### config.mk
export PLATFORM = sky130hd
export DESIGN_NAME = remote_frame_decoder_top
export DESIGN_NICKNAME = d
export VERILOG_FILES = /design/src/sv/rfd_pkg.sv /design/src/sv/rfd_window.sv /design/src/sv/rfd_decode.sv /design/src/sv/remote_frame_decoder_top.sv
export SDC_FILE = /design/constraint.sdc
export NUM_CORES = 2
export LEC_CHECK = 0
export BUFFER_PORTS_ARGS = -buffer_cell sky130_fd_sc_hd__buf_4
export CORE_UTILIZATION = 50
export CTS_BUF_LIST = sky130_fd_sc_hd__clkbuf_8
export CTS_CLUSTER_DIAMETER = 150
export CTS_CLUSTER_SIZE = 14
export DETAILED_ROUTE_END_ITERATION = 12
export GPL_TIMING_DRIVEN = 0
export PLACE_DENSITY_LB_ADDON = 0.1
export REMOVE_ABC_BUFFERS = 1
export SETUP_SLACK_MARGIN = 0.2
export SLEW_MARGIN = 10
export SYNTH_ARGS = -nofsm -noshare
export SYNTH_HDL_FRONTEND = slang
export SYNTH_SLANG_ARGS = --single-unit
### constraint.sdc
create_clock -name clk -period 9.4 [get_ports clk]
set_clock_uncertainty 0.05 [all_clocks]
set_input_delay 1.88 -clock clk [delete_from_list [all_inputs] [get_ports clk]]
set_output_delay 1.88 -clock clk [all_outputs]
set_load 0.01 [all_outputs]
### src/sv/rfd_pkg.sv
// ----------------------------------------------------------------------------
// rfd_pkg
// Shared types and constants of the remote frame decoder: frame layout,
// sync bytes, channel mapping constants and the decoded command record.
// ----------------------------------------------------------------------------
`default_nettype none

package rfd_pkg;

  // Frame layout
  localparam int FrameBytes = 22;
  localparam logic [7:0] SyncA = 8'h0A;
  localparam logic [7:0] SyncB = 8'h0D;

  // Byte offsets of the channel words (big-endian, offset of high byte)
  localparam int OffRightX = 8;
  localparam int OffRightY = 6;
  localparam int OffLeftX  = 2;
  localparam int OffLeftY  = 4;
  localparam int OffProp   = 16;
  localparam int OffRoller = 10;
  localparam int OffTop    = 12;
  localparam int OffSwA    = 18;
  localparam int OffSwB    = 19;

  // Joystick dead zone and scale
  localparam logic signed [17:0] StickLow  = 18'sd12000;
  localparam logic signed [17:0] StickHigh = 18'sd14000;
  localparam logic [16:0] StickSpan = 17'd11000;
  localparam logic [15:0] StickFull = 16'd16384;
  // ceil(2^35 / 1375): x * 2048 / 1375 == (x * StickRecip) >> 24 for x < 11000
  localparam logic [24:0] StickRecip = 25'd24988901;
  localparam int StickShift = 24;

  // Speed mapping
  localparam logic signed [15:0] SpeedLow  = 16'sd1000;
  localparam logic signed [15:0] SpeedHigh = 16'sd25000;
  localparam logic [9:0] SpeedMax = 10'd750;

  // Switch bit patterns and selector codes
  localparam logic [1:0] Pat00 = 2'b00;
  localparam logic [1:0] Pat01 = 2'b01;
  localparam logic [1:0] Pat10 = 2'b10;
  localparam logic [1:0] Sel0 = 2'd0;
  localparam logic [1:0] Sel1 = 2'd1;
  localparam logic [1:0] Sel2 = 2'd2;

  // Output packing
  localparam int OutBits = 112;

  typedef logic [FrameBytes-1:0][7:0] window_t;

  typedef struct packed {
    logic shift;  // byte beat accepted
    logic take;   // pending frame moves to the output register
  } win_ctrl_t;

  typedef struct packed {
    logic [4:0]         toggle_bits;
    logic [1:0]         mode_sel;
    logic [1:0]         screw_sel;
    logic [1:0]         pose_sel;
    logic [9:0]         top_pwm;
    logic [9:0]         roller_pwm;
    logic [9:0]         prop_pwm;
    logic signed [15:0] left_y;
    logic signed [15:0] left_x;
    logic signed [15:0] right_y;
    logic signed [15:0] right_x;
  } cmd_t;

endpackage

`default_nettype wire

### src/sv/rfd_window.sv
// ----------------------------------------------------------------------------
// rfd_window
// Shift window over the last FrameBytes received bytes, with a pending flag
// that marks a window holding a complete frame not yet decoded.
// ----------------------------------------------------------------------------
`default_nettype none

module rfd_window
  import rfd_pkg::*;
(
  input  wire logic      clk,
  input  wire logic      rst,
  input  wire win_ctrl_t ctrl,
  input  wire logic [7:0] rx_byte,
  output window_t        window,
  output logic           pend
);

  logic hit_next;

  // Frame check on the window as it will be after the shift
  assign hit_next = (window[1] == SyncA) && (window[2] == SyncB) &&
                    (window[FrameBytes-1] == SyncB) && (rx_byte == SyncA);

  // Window shift, offset 0 is the oldest byte
  always_ff @(posedge clk) begin
    if (rst) begin
      window <= '0;
    end else if (ctrl.shift) begin
      for (int i = 0; i < FrameBytes - 1; i++) begin
        window[i] <= window[i+1];
      end
      window[FrameBytes-1] <= rx_byte;
    end
  end

  // Pending frame flag
  always_ff @(posedge clk) begin
    if (rst) begin
      pend <= 1'b0;
    end else if (ctrl.shift) begin
      pend <= hit_next;
    end else if (ctrl.take) begin
      pend <= 1'b0;
    end
  end

endmodule

`default_nettype wire

### src/sv/rfd_decode.sv
// ----------------------------------------------------------------------------
// rfd_decode
// Decodes a framed window into one command: joystick dead-zone mapping to
// Q1.14, speed mapping to the pwm scale and the switch selectors.
// ----------------------------------------------------------------------------
`default_nettype none

module rfd_decode
  import rfd_pkg::*;
(
  input  wire window_t    window,
  input  wire logic [1:0] held_screw,
  input  wire logic [1:0] held_mode,
  output cmd_t            cmd
);

  // Dead zone, then |d| * 16384 / 11000 truncated toward zero, clamped
  function automatic logic signed [15:0] stick_map(input logic signed [15:0] v);
    logic signed [17:0] vx;
    logic signed [17:0] d_lo;
    logic signed [17:0] d_hi;
    logic [16:0] mag;
    logic [38:0] prod;
    logic [15:0] q;
    logic neg;
    vx   = {{2{v[15]}}, v};
    d_lo = StickLow - vx;
    d_hi = vx - StickHigh;
    neg  = (vx <= StickLow);
    mag  = neg ? d_lo[16:0] : d_hi[16:0];
    prod = {25'd0, mag[13:0]} * {14'd0, StickRecip};
    if (mag >= StickSpan) begin
      q = StickFull;
    end else begin
      q = {1'b0, prod[StickShift +: 15]};
    end
    if ((vx > StickLow) && (vx < StickHigh)) begin
      return 16'sd0;
    end
    return neg ? $signed(-q) : $signed(q);
  endfunction

  // Below 1000 gives 0, 25000 and up gives 750, else (v - 1000) / 32
  function automatic logic [9:0] speed_map(input logic signed [15:0] v);
    logic [15:0] diff;
    diff = v - SpeedLow;
    if (v < SpeedLow) begin
      return 10'd0;
    end
    if (v >= SpeedHigh) begin
      return SpeedMax;
    end
    return diff[14:5];
  endfunction

  logic [7:0] sw_a;
  logic [7:0] sw_b;

  assign sw_a = window[OffSwA];
  assign sw_b = window[OffSwB];

  // Channel words
  always_comb begin
    cmd.right_x    = stick_map({window[OffRightX], window[OffRightX+1]});
    cmd.right_y    = stick_map({window[OffRightY], window[OffRightY+1]});
    cmd.left_x     = stick_map({window[OffLeftX], window[OffLeftX+1]});
    cmd.left_y     = stick_map({window[OffLeftY], window[OffLeftY+1]});
    cmd.prop_pwm   = speed_map({window[OffProp], window[OffProp+1]});
    cmd.roller_pwm = speed_map({window[OffRoller], window[OffRoller+1]});
    cmd.top_pwm    = speed_map({window[OffTop], window[OffTop+1]});
    cmd.toggle_bits = sw_b[6:2];
  end

  // Switch selectors; unused pattern keeps the held screw and mode
  always_comb begin
    case (sw_a[7:6])
      Pat10:   cmd.pose_sel = Sel0;
      Pat00:   cmd.pose_sel = Sel1;
      default: cmd.pose_sel = Sel2;
    endcase
    case (sw_a[5:4])
      Pat00:   cmd.screw_sel = Sel0;
      Pat10:   cmd.screw_sel = Sel1;
      Pat01:   cmd.screw_sel = Sel2;
      default: cmd.screw_sel = held_screw;
    endcase
    case (sw_a[3:2])
      Pat10:   cmd.mode_sel = Sel0;
      Pat00:   cmd.mode_sel = Sel1;
      Pat01:   cmd.mode_sel = Sel2;
      default: cmd.mode_sel = held_mode;
    endcase
  end

endmodule

`default_nettype wire

### src/sv/remote_frame_decoder_top.sv
// ----------------------------------------------------------------------------
// remote_frame_decoder_top
// Radio byte stream in, one decoded remote command out per received frame.
//
// Input channel s_*: one received byte per beat. Output channel m_*: one
// decoded command per frame found in the 22-byte window (0x0A 0x0D at the
// start, 0x0D 0x0A at the end). Bytes that complete no frame give no beat.
// A command passes from the window, with its pend flag set, into the output
// register that drives m_tvalid; a stalled output keeps it waiting in the
// window. Throughput: one byte per cycle while s_tready is high. The window
// register feeds the decode logic (one 14x25 multiply per joystick) straight
// into the output register. When the receiver stalls, bytes keep being
// accepted into the window as long as no decoded frame is waiting behind the
// output register; a second frame behind a stalled output holds s_tready low
// until m_tready returns.
// Reset (rst, synchronous) clears the window to zeros, the held screw and
// mode selectors to zero and drops any pending or presented command.
// ----------------------------------------------------------------------------
`default_nettype none

module remote_frame_decoder_top
  import rfd_pkg::*;
(
  input  wire logic                clk,
  input  wire logic                rst,
  input  wire logic                s_tvalid,
  output logic                     s_tready,
  input  wire logic [7:0]          s_tdata,  // [7:0] rx_byte
  output logic                     m_tvalid,
  input  wire logic                m_tready,
  // [15:0] right_x, [31:16] right_y, [47:32] left_x, [63:48] left_y,
  // [73:64] prop_pwm, [83:74] roller_pwm, [93:84] top_pwm, [95:94] pose_sel,
  // [97:96] screw_sel, [99:98] mode_sel, [104:100] toggle_bits, rest zero
  output logic [OutBits-1:0]       m_tdata
);

  win_ctrl_t  ctrl;
  window_t    window;
  logic       pend;
  cmd_t       cmd;
  cmd_t       out_cmd;
  logic [1:0] held_screw;
  logic [1:0] held_mode;

  // Handshake: a pending frame moves on when the output register frees up
  assign ctrl.take  = pend && (!m_tvalid || m_tready);
  assign s_tready   = !pend || ctrl.take;
  assign ctrl.shift = s_tvalid && s_tready;

  rfd_window u_window (
    .clk     (clk),
    .rst     (rst),
    .ctrl    (ctrl),
    .rx_byte (s_tdata),
    .window  (window),
    .pend    (pend)
  );

  rfd_decode u_decode (
    .window     (window),
    .held_screw (held_screw),
    .held_mode  (held_mode),
    .cmd        (cmd)
  );

  // Output valid and held selectors
  always_ff @(posedge clk) begin
    if (rst) begin
      m_tvalid   <= 1'b0;
      held_screw <= Sel0;
      held_mode  <= Sel0;
    end else begin
      if (ctrl.take) begin
        m_tvalid   <= 1'b1;
        held_screw <= cmd.screw_sel;
        held_mode  <= cmd.mode_sel;
      end else if (m_tready) begin
        m_tvalid <= 1'b0;
      end
    end
  end

  // Output payload
  always_ff @(posedge clk) begin
    if (ctrl.take) begin
      out_cmd <= cmd;
    end
  end

  assign m_tdata = {{(OutBits - $bits(cmd_t)){1'b0}}, out_cmd};

endmodule

`default_nettype wire

# Yosys cells after proc, flatten, opt, wreduce, memory -nomap -nowiden
# Index checks and enable logic that the tools add are counted.
[word_totals]
register_bits = 279
in_bits = 12
output_inout_bits = 114
word_cells = 156
[classes]
add_sub_neg = 15
multipliers = 4
magnitude_cmp = 22
n_eq_ne = 9
mux = 52
reduce_logical = 18
[ops]
columns = ["op", "n"]
rows = [
  ["$mux 16", 12],
  ["$mul 14x25->39 const B", 4],
  ["$mux 10", 12],
  ["$ge 17x14->1 const B", 4],
  ["$mux 17", 4],
  ["$sub 15x16->17 const A", 4],
  ["$sub 16x15->17 const B", 4],
  ["$gt 16x15->1 const B", 4],
  ["$le 16x15->1 const B", 4],
  ["$lt 16x15->1 const B", 4],
  ["$neg 15->16", 4],
  ["$mux 15", 4],
  ["$ge 16x16->1 const B", 3],
  ["$lt 16x11->1 const B", 3],
  ["$sub 15x11->15 const B", 3],
  ["$eq 8x4->1 const B", 4],
  ["$mux 1", 17],
  ["$pmux 2 s3", 2],
  ["$logic_and 1x1->1", 9],
  ["$eq 2x2->1 const B", 3],
  ["$logic_not 2->1", 3],
  ["$eq 2x1->1 const B", 2],
  ["$pmux 2 s2", 1],
  ["$reduce_bool 2->1", 2],
  ["other kinds (2)", 4],
]

# Logic depth before layout (Yosys ltp)
[depth]
ltp_word = 7
ltp_mapped = 39
mapped_depth_nobuf = 37

# Modules after synthesis
# A second synthesis with hierarchy kept.
[unflattened]
cells_unflattened = 4304
area_unflattened_um2 = 40817.9
[by_module_without_submodules]
columns = ["module", "instances", "cells_each", "area_each_um2", "seq_area_each_um2"]
rows = [
  ["rfd_decode", 1, 3585, 30959.7, 0.0],
  ["rfd_window", 1, 582, 6407.4, 3543.4],
  ["remote_frame_decoder_top", 1, 137, 3450.8, 3253.1],
]

# Worst setup path before layout
# Ideal clock, no wire load.
[synth_path]
path_type = "register to register"
startpoint = "register u_window.window[40] (netlist name)"
endpoint = "register out_cmd, in the netlist m_tdata[62], data pin"
setup_time_ns = 0.276
t_arrival_ns = 9.340
required_ns = 9.074
setup_slack_ns = -0.267
stages_incl_launch_ff = 35
n_path_buf = 4
synth_period_minus_slack_ns = 9.667
path_cell_list = "dfxtp_1 > inv_1 > ha_1 > nand4bb_1 > or3_1 > clkbuf_1 > and2_1 > clkbuf_1 > clkbuf_1 > a31oi_1 > xor2_1 > inv_1 > fa_1 > inv_1 > fa_1 > fa_1 > fa_1 > inv_1 > fa_1 > inv_1 > fa_1 > ha_1 > clkbuf_1 > nand4_1 > nor3_1 > o2111ai_1 > a32oi_1 > o22ai_1 > xor2_1 > o2111ai_1 > nor4b_1 > o21ai_0 > o41ai_1 > xnor2_1 > nor2_1"
[synth_via]
elab_chain_len = 7
elab_cells_between_ends = 14
cone_classes = "add/sub: 3; mul: 1; order compare: 4; mux: 5; reduce/logical: 1"
[synth_rtl]
columns = ["item", "line_no", "source"]
rows = [
  ["start: declaration", "rfd_window.sv:15", "output window_t window,"],
  ["start signal: indexed assignment", "rfd_window.sv:31", "window[i] <= window[i+1];"],
  ["start signal: indexed assignment", "rfd_window.sv:33", "window[FrameBytes-1] <= rx_byte;"],
  ["$sub 16x15->17, or another cell as far along", "rfd_decode.sv:28", "d_hi = vx - StickHigh;"],
  ["$mux 17", "rfd_decode.sv:30", "mag = neg ? d_lo[16:0] : d_hi[16:0];"],
  ["$mul 14x25->39 or $ge 17x14->1 (tied branches)", "rfd_decode.sv:31, rfd_decode.sv:32", ""],
  ["$mux 15", "rfd_decode.sv:32", "if (mag >= StickSpan) begin"],
  ["$neg 15->16", "rfd_decode.sv:40", "return neg ? $signed(-q) : $signed(q);"],
  ["$mux 16", "rfd_decode.sv:40", ""],
  ["$mux 16 (*)", "rfd_decode.sv:40", ""],
  ["end signal: assignment", "remote_frame_decoder_top.sv:86", "out_cmd <= cmd;"],
  ["end: declaration", "remote_frame_decoder_top.sv:41", "cmd_t out_cmd;"],
]
# Every way passes the cells marked *; elsewhere a longest branch is shown, timed or not.
# A chain may end at the register's enable or synchronous reset.

# Worst setup path after layout
[layout_path]
startpoint = "register u_window.window[23] (netlist name)"
endpoint = "register out_cmd, in the netlist m_tdata[44], data pin"
[layout_via]
elab_chain_len = 7
elab_cells_between_ends = 14
cone_classes = "add/sub: 3; mul: 1; order compare: 4; mux: 5; reduce/logical: 1"
[layout_rtl]
columns = ["item", "line_no", "source"]
rows = [
  ["$le 16x15->1, or another cell as far along", "rfd_decode.sv:29", "neg = (vx <= StickLow);"],
  ["$mux 17", "rfd_decode.sv:30", ""],
  ["$mul 14x25->39 or $ge 17x14->1 (tied branches)", "rfd_decode.sv:31, rfd_decode.sv:32", ""],
  ["$mux 15", "rfd_decode.sv:32", ""],
  ["$neg 15->16", "rfd_decode.sv:40", ""],
  ["$mux 16", "rfd_decode.sv:40", ""],
  ["$mux 16 (*)", "rfd_decode.sv:40", ""],
]
# Marked as above.

==> results by group <==
Run status
  – Status: finished clean

STA
  – Min cycle time layout: 9.03 ns
  – FMAX: 111 MHz
  – Final hold violations: 0
  – Fin Hold WS: 0.398 ns
  – Slew Limit Fails: 0
  – Worst Setup Slack, final: 0.371 ns
  – Final Setup Violations: 0
  – RSZ-0062 raised after global routing: no
  – Rel. slew slack: 0.309
  – Final Cycle Share: 0.961
  – Slew at the pin closest to its max-slew limit: 1.03 ns

Place
  – Port Buf Inserts: 118
  – Inst Count DP: 5516
  – Post-place setup slack: -2.56 ns
  – Post-DP HPWL: 87100 um
  – Final Wtd Congestion: 0.951
  – Placed Area: 41700 um^2

Setup path
  – WP data required: 9.83 ns
  – Critical path's largest stage delay: 0.62 ns
  – Most used cell, CP: fa_1
  – Critical path startpoint category: register
  – Crit path buf inv count: 6
  – Worst Path Arrival: 9.45 ns
  – Crit path max fanout: 12
  – Crit end category: register
  – CP delay by family, top: adder cells
  – Critical-path top delay cell: or4b_2
  – Critical path class: reg2reg

Clock network
  – Hold buffers post-CTS: 0
  – Worst-Skew Late Latency: 0.63 ns
  – Clock slew at reported path FFs: 0.10 ns
  – CTS sink cnt: 279
  – Clock root cell: clkbuf_8
  – TritonCTS buffer count: 25
  – H-tree levels: 1
  – CTS Buffer Depth: 3
  – TritonCTS clock tree: built

Finish
  – Seq. cell area: 6710 um^2
  – Area of the multi-input gates: 31400 um^2
  – Fillers: 7204
  – Area Growth Syn to Fin: 13.2%
  – Post-route cell area: 45200 um^2
  – # diodes: 0
  – Share of cells above drive strength 1: 0.137
  – Post-route insts no fill: 5706
  – Nets: 5753

Yosys
  – Cells after synthesis: 4489
  – Cell area after synthesis: 39900 um^2
  – Largest cells by area after synthesis: fa_1 (25%), ha_1 (19%), dfxtp_1 (8.7%)
  – FF+latch count, synth: 279
  – Top-count cell post-synth: inv_1
  – Syn_area_per_cell: 8.89 um^2
  – Synth cell count leaders: inv_1 (787), ha_1 (610), nand2_1 (510)
  – Distinct cell type count of the synthesized netlist: 96
  – EDFF count, synth: 105
  – Synth Flop Type: dfxtp_1
  – Yosys top cell by area: fa_1
  – Post-synth ARST share: 0
  – Yosys Warn Count: 0
  – Post-synth top area share: 0.246
  – Sequential-to-total area share from yosys stat: 0.166

Global route
  – Global Route Usage Sum: 0.270
  – Largest net degree at the start of global routing: 115
  – Global route overflow: 0
  – Antenna violations before repair: 0
  – First-pass GRT wire length: 173000 um
  – Vias in the first global route: 31000

Power and ir drop
  – Pleak: 21.3 nW
  – Peak supply drop: 0.0000977 V
  – Total Power: 2.03 mW
  – Power density over the cells: 45.0 nW/um^2

Detailed routing
  – Initial DRC Count: 1952
  – TritonRoute pass-1 iters: 5
  – Via Count: 31700
  – Avg WL per Cell: 19.3 um
  – Residual DRC: 0
  – Via-to-Cell Ratio: 5.56
  – Final WL: 110000 um
  – Remaining antenna violation count: 0

Die
  – # rows: 103
  – Chip width: 284 um
  – Die H: 284 um
  – Core area: 79000 um^2
  – Num ports: 126
  – Initial Utilization: 0.505
  – Die area: 80900 um^2

Job
  – Max-cap violations: 0

Worst hold path
  – Hold Path Class: reg2reg
==> cells by family (layout without fill, tap and decap cells) <==
| group | after synthesis | after routing | synth area share |
|---|---|---|---|
| buffers and inverters | 948 | 1108 | 0.0903 |
| other | 1 | 7 | 0.0000940 |
| flip-flops | 279 | 279 | 0.166 |
| XOR/XNOR | 153 | 153 | 0.0336 |
| adder cells (fa/ha/maj) | 1100 | 1100 | 0.437 |
| AO/OA/AOI/OAI | 849 | 850 | 0.134 |
| multiplexers | 23 | 23 | 0.00599 |
| AND/OR/NAND/NOR | 1136 | 1136 | 0.133 |
==> what timing repair did <==
item,in CTS,in global routing
gates cloned,1,0
pin swaps,34,70
buffers inserted,55,92
gates resized for setup,215,172
endpoints found under the setup margin,63,45
==> final cells by class <==
cell class,count,share of cell area
Multi-Input combinational cell,3269,0.695
Inverter,788,0.0662
Sequential cell,279,0.149
Tap cell,1050,0.0291
Clock buffer,25,0.00762
Timing Repair Buffer,278,0.0507
Clock inverter,17,0.00258
==> layer usage <==
metal	global-route usage	vias to the layer above	wire (um)
met2	0.430	775	49900
li1	-	15200	-
met5	0	-	0
met1	0.395	15600	52200
met3	0.0334	116	5540
met4	0.0485	0	2440
==> layout by cell type, fill, tap and decap left out, types with 18 or more instances in the layout <==
master,netlist,layout
inv_1,787,775
ha_1,610,580
nand2_1,510,501
fa_1,490,474
a21oi_1,364,340
buf_4,7,262
nor2_1,215,203
dfxtp_1,174,142
edfxtp_1,105,105
o21ai_0,124,99
xnor2_1,91,66
a21o_1,67,64
nor3_1,69,61
nand3_1,63,60
nand4_1,56,56
xor2_1,62,46
and3_1,38,37
a31oi_1,36,30
o21a_1,28,26
clkbuf_8,0,25
and2_1,27,24
o211ai_1,21,21
o21ai_1,1,21
a21oi_2,1,20
or2_2,21,20
dfxtp_2,0,20
nand2b_1,18,18
==> worst reg2reg max path, delay by kind of cell, from the launching register on <==
family,cells,cell delay (ns)
AO/OA/AOI/OAI,9,1.76
XOR/XNOR,2,0.40
adder cells (fa/ha/maj),8,3.27
buffers and inverters,6,0.80
flip-flops,1,0.49
multiplexers,1,0.38
AND/OR/NAND/NOR,6,1.71
==> sequential cells by signal, summed over array words and instances, names as in the netlist <==
register         count
held_mode            2
held_screw           2
m_tdata            105
m_tvalid             1
u_window.pend        1
u_window.window    168
==> final timing paths <==
path | slack (ns) | end | depth (start not counted) | startpoint
setup / recovery | 0.37 | m_tdata[44] | 32 | u_window.window[23]
hold / removal | 0.40 | u_window.window[151] | 2 | u_window.window[159]
setup reg to reg | 0.37 | m_tdata[44] | 32 | u_window.window[23]
hold reg to reg | 0.40 | u_window.window[151] | 2 | u_window.window[159]
==> where the power goes <==
group	leakage, nW	internal, mW	switching [mW]
sequential	2.42	1.24	0.00274
clock	0.277	0.283	0.453
combinational	18.6	0.0123	0.0402
==> through the flow <==
stage | util | setup TNS, ns
floorplan | - | -2.15
global placement | 0.525 | -132.26
detailed placement | 0.528 | -99.92
CTS | 0.553 | 0
global route | 0.572 | 0
finish | 0.572 | 0
(Power assumes the default switching activity.)
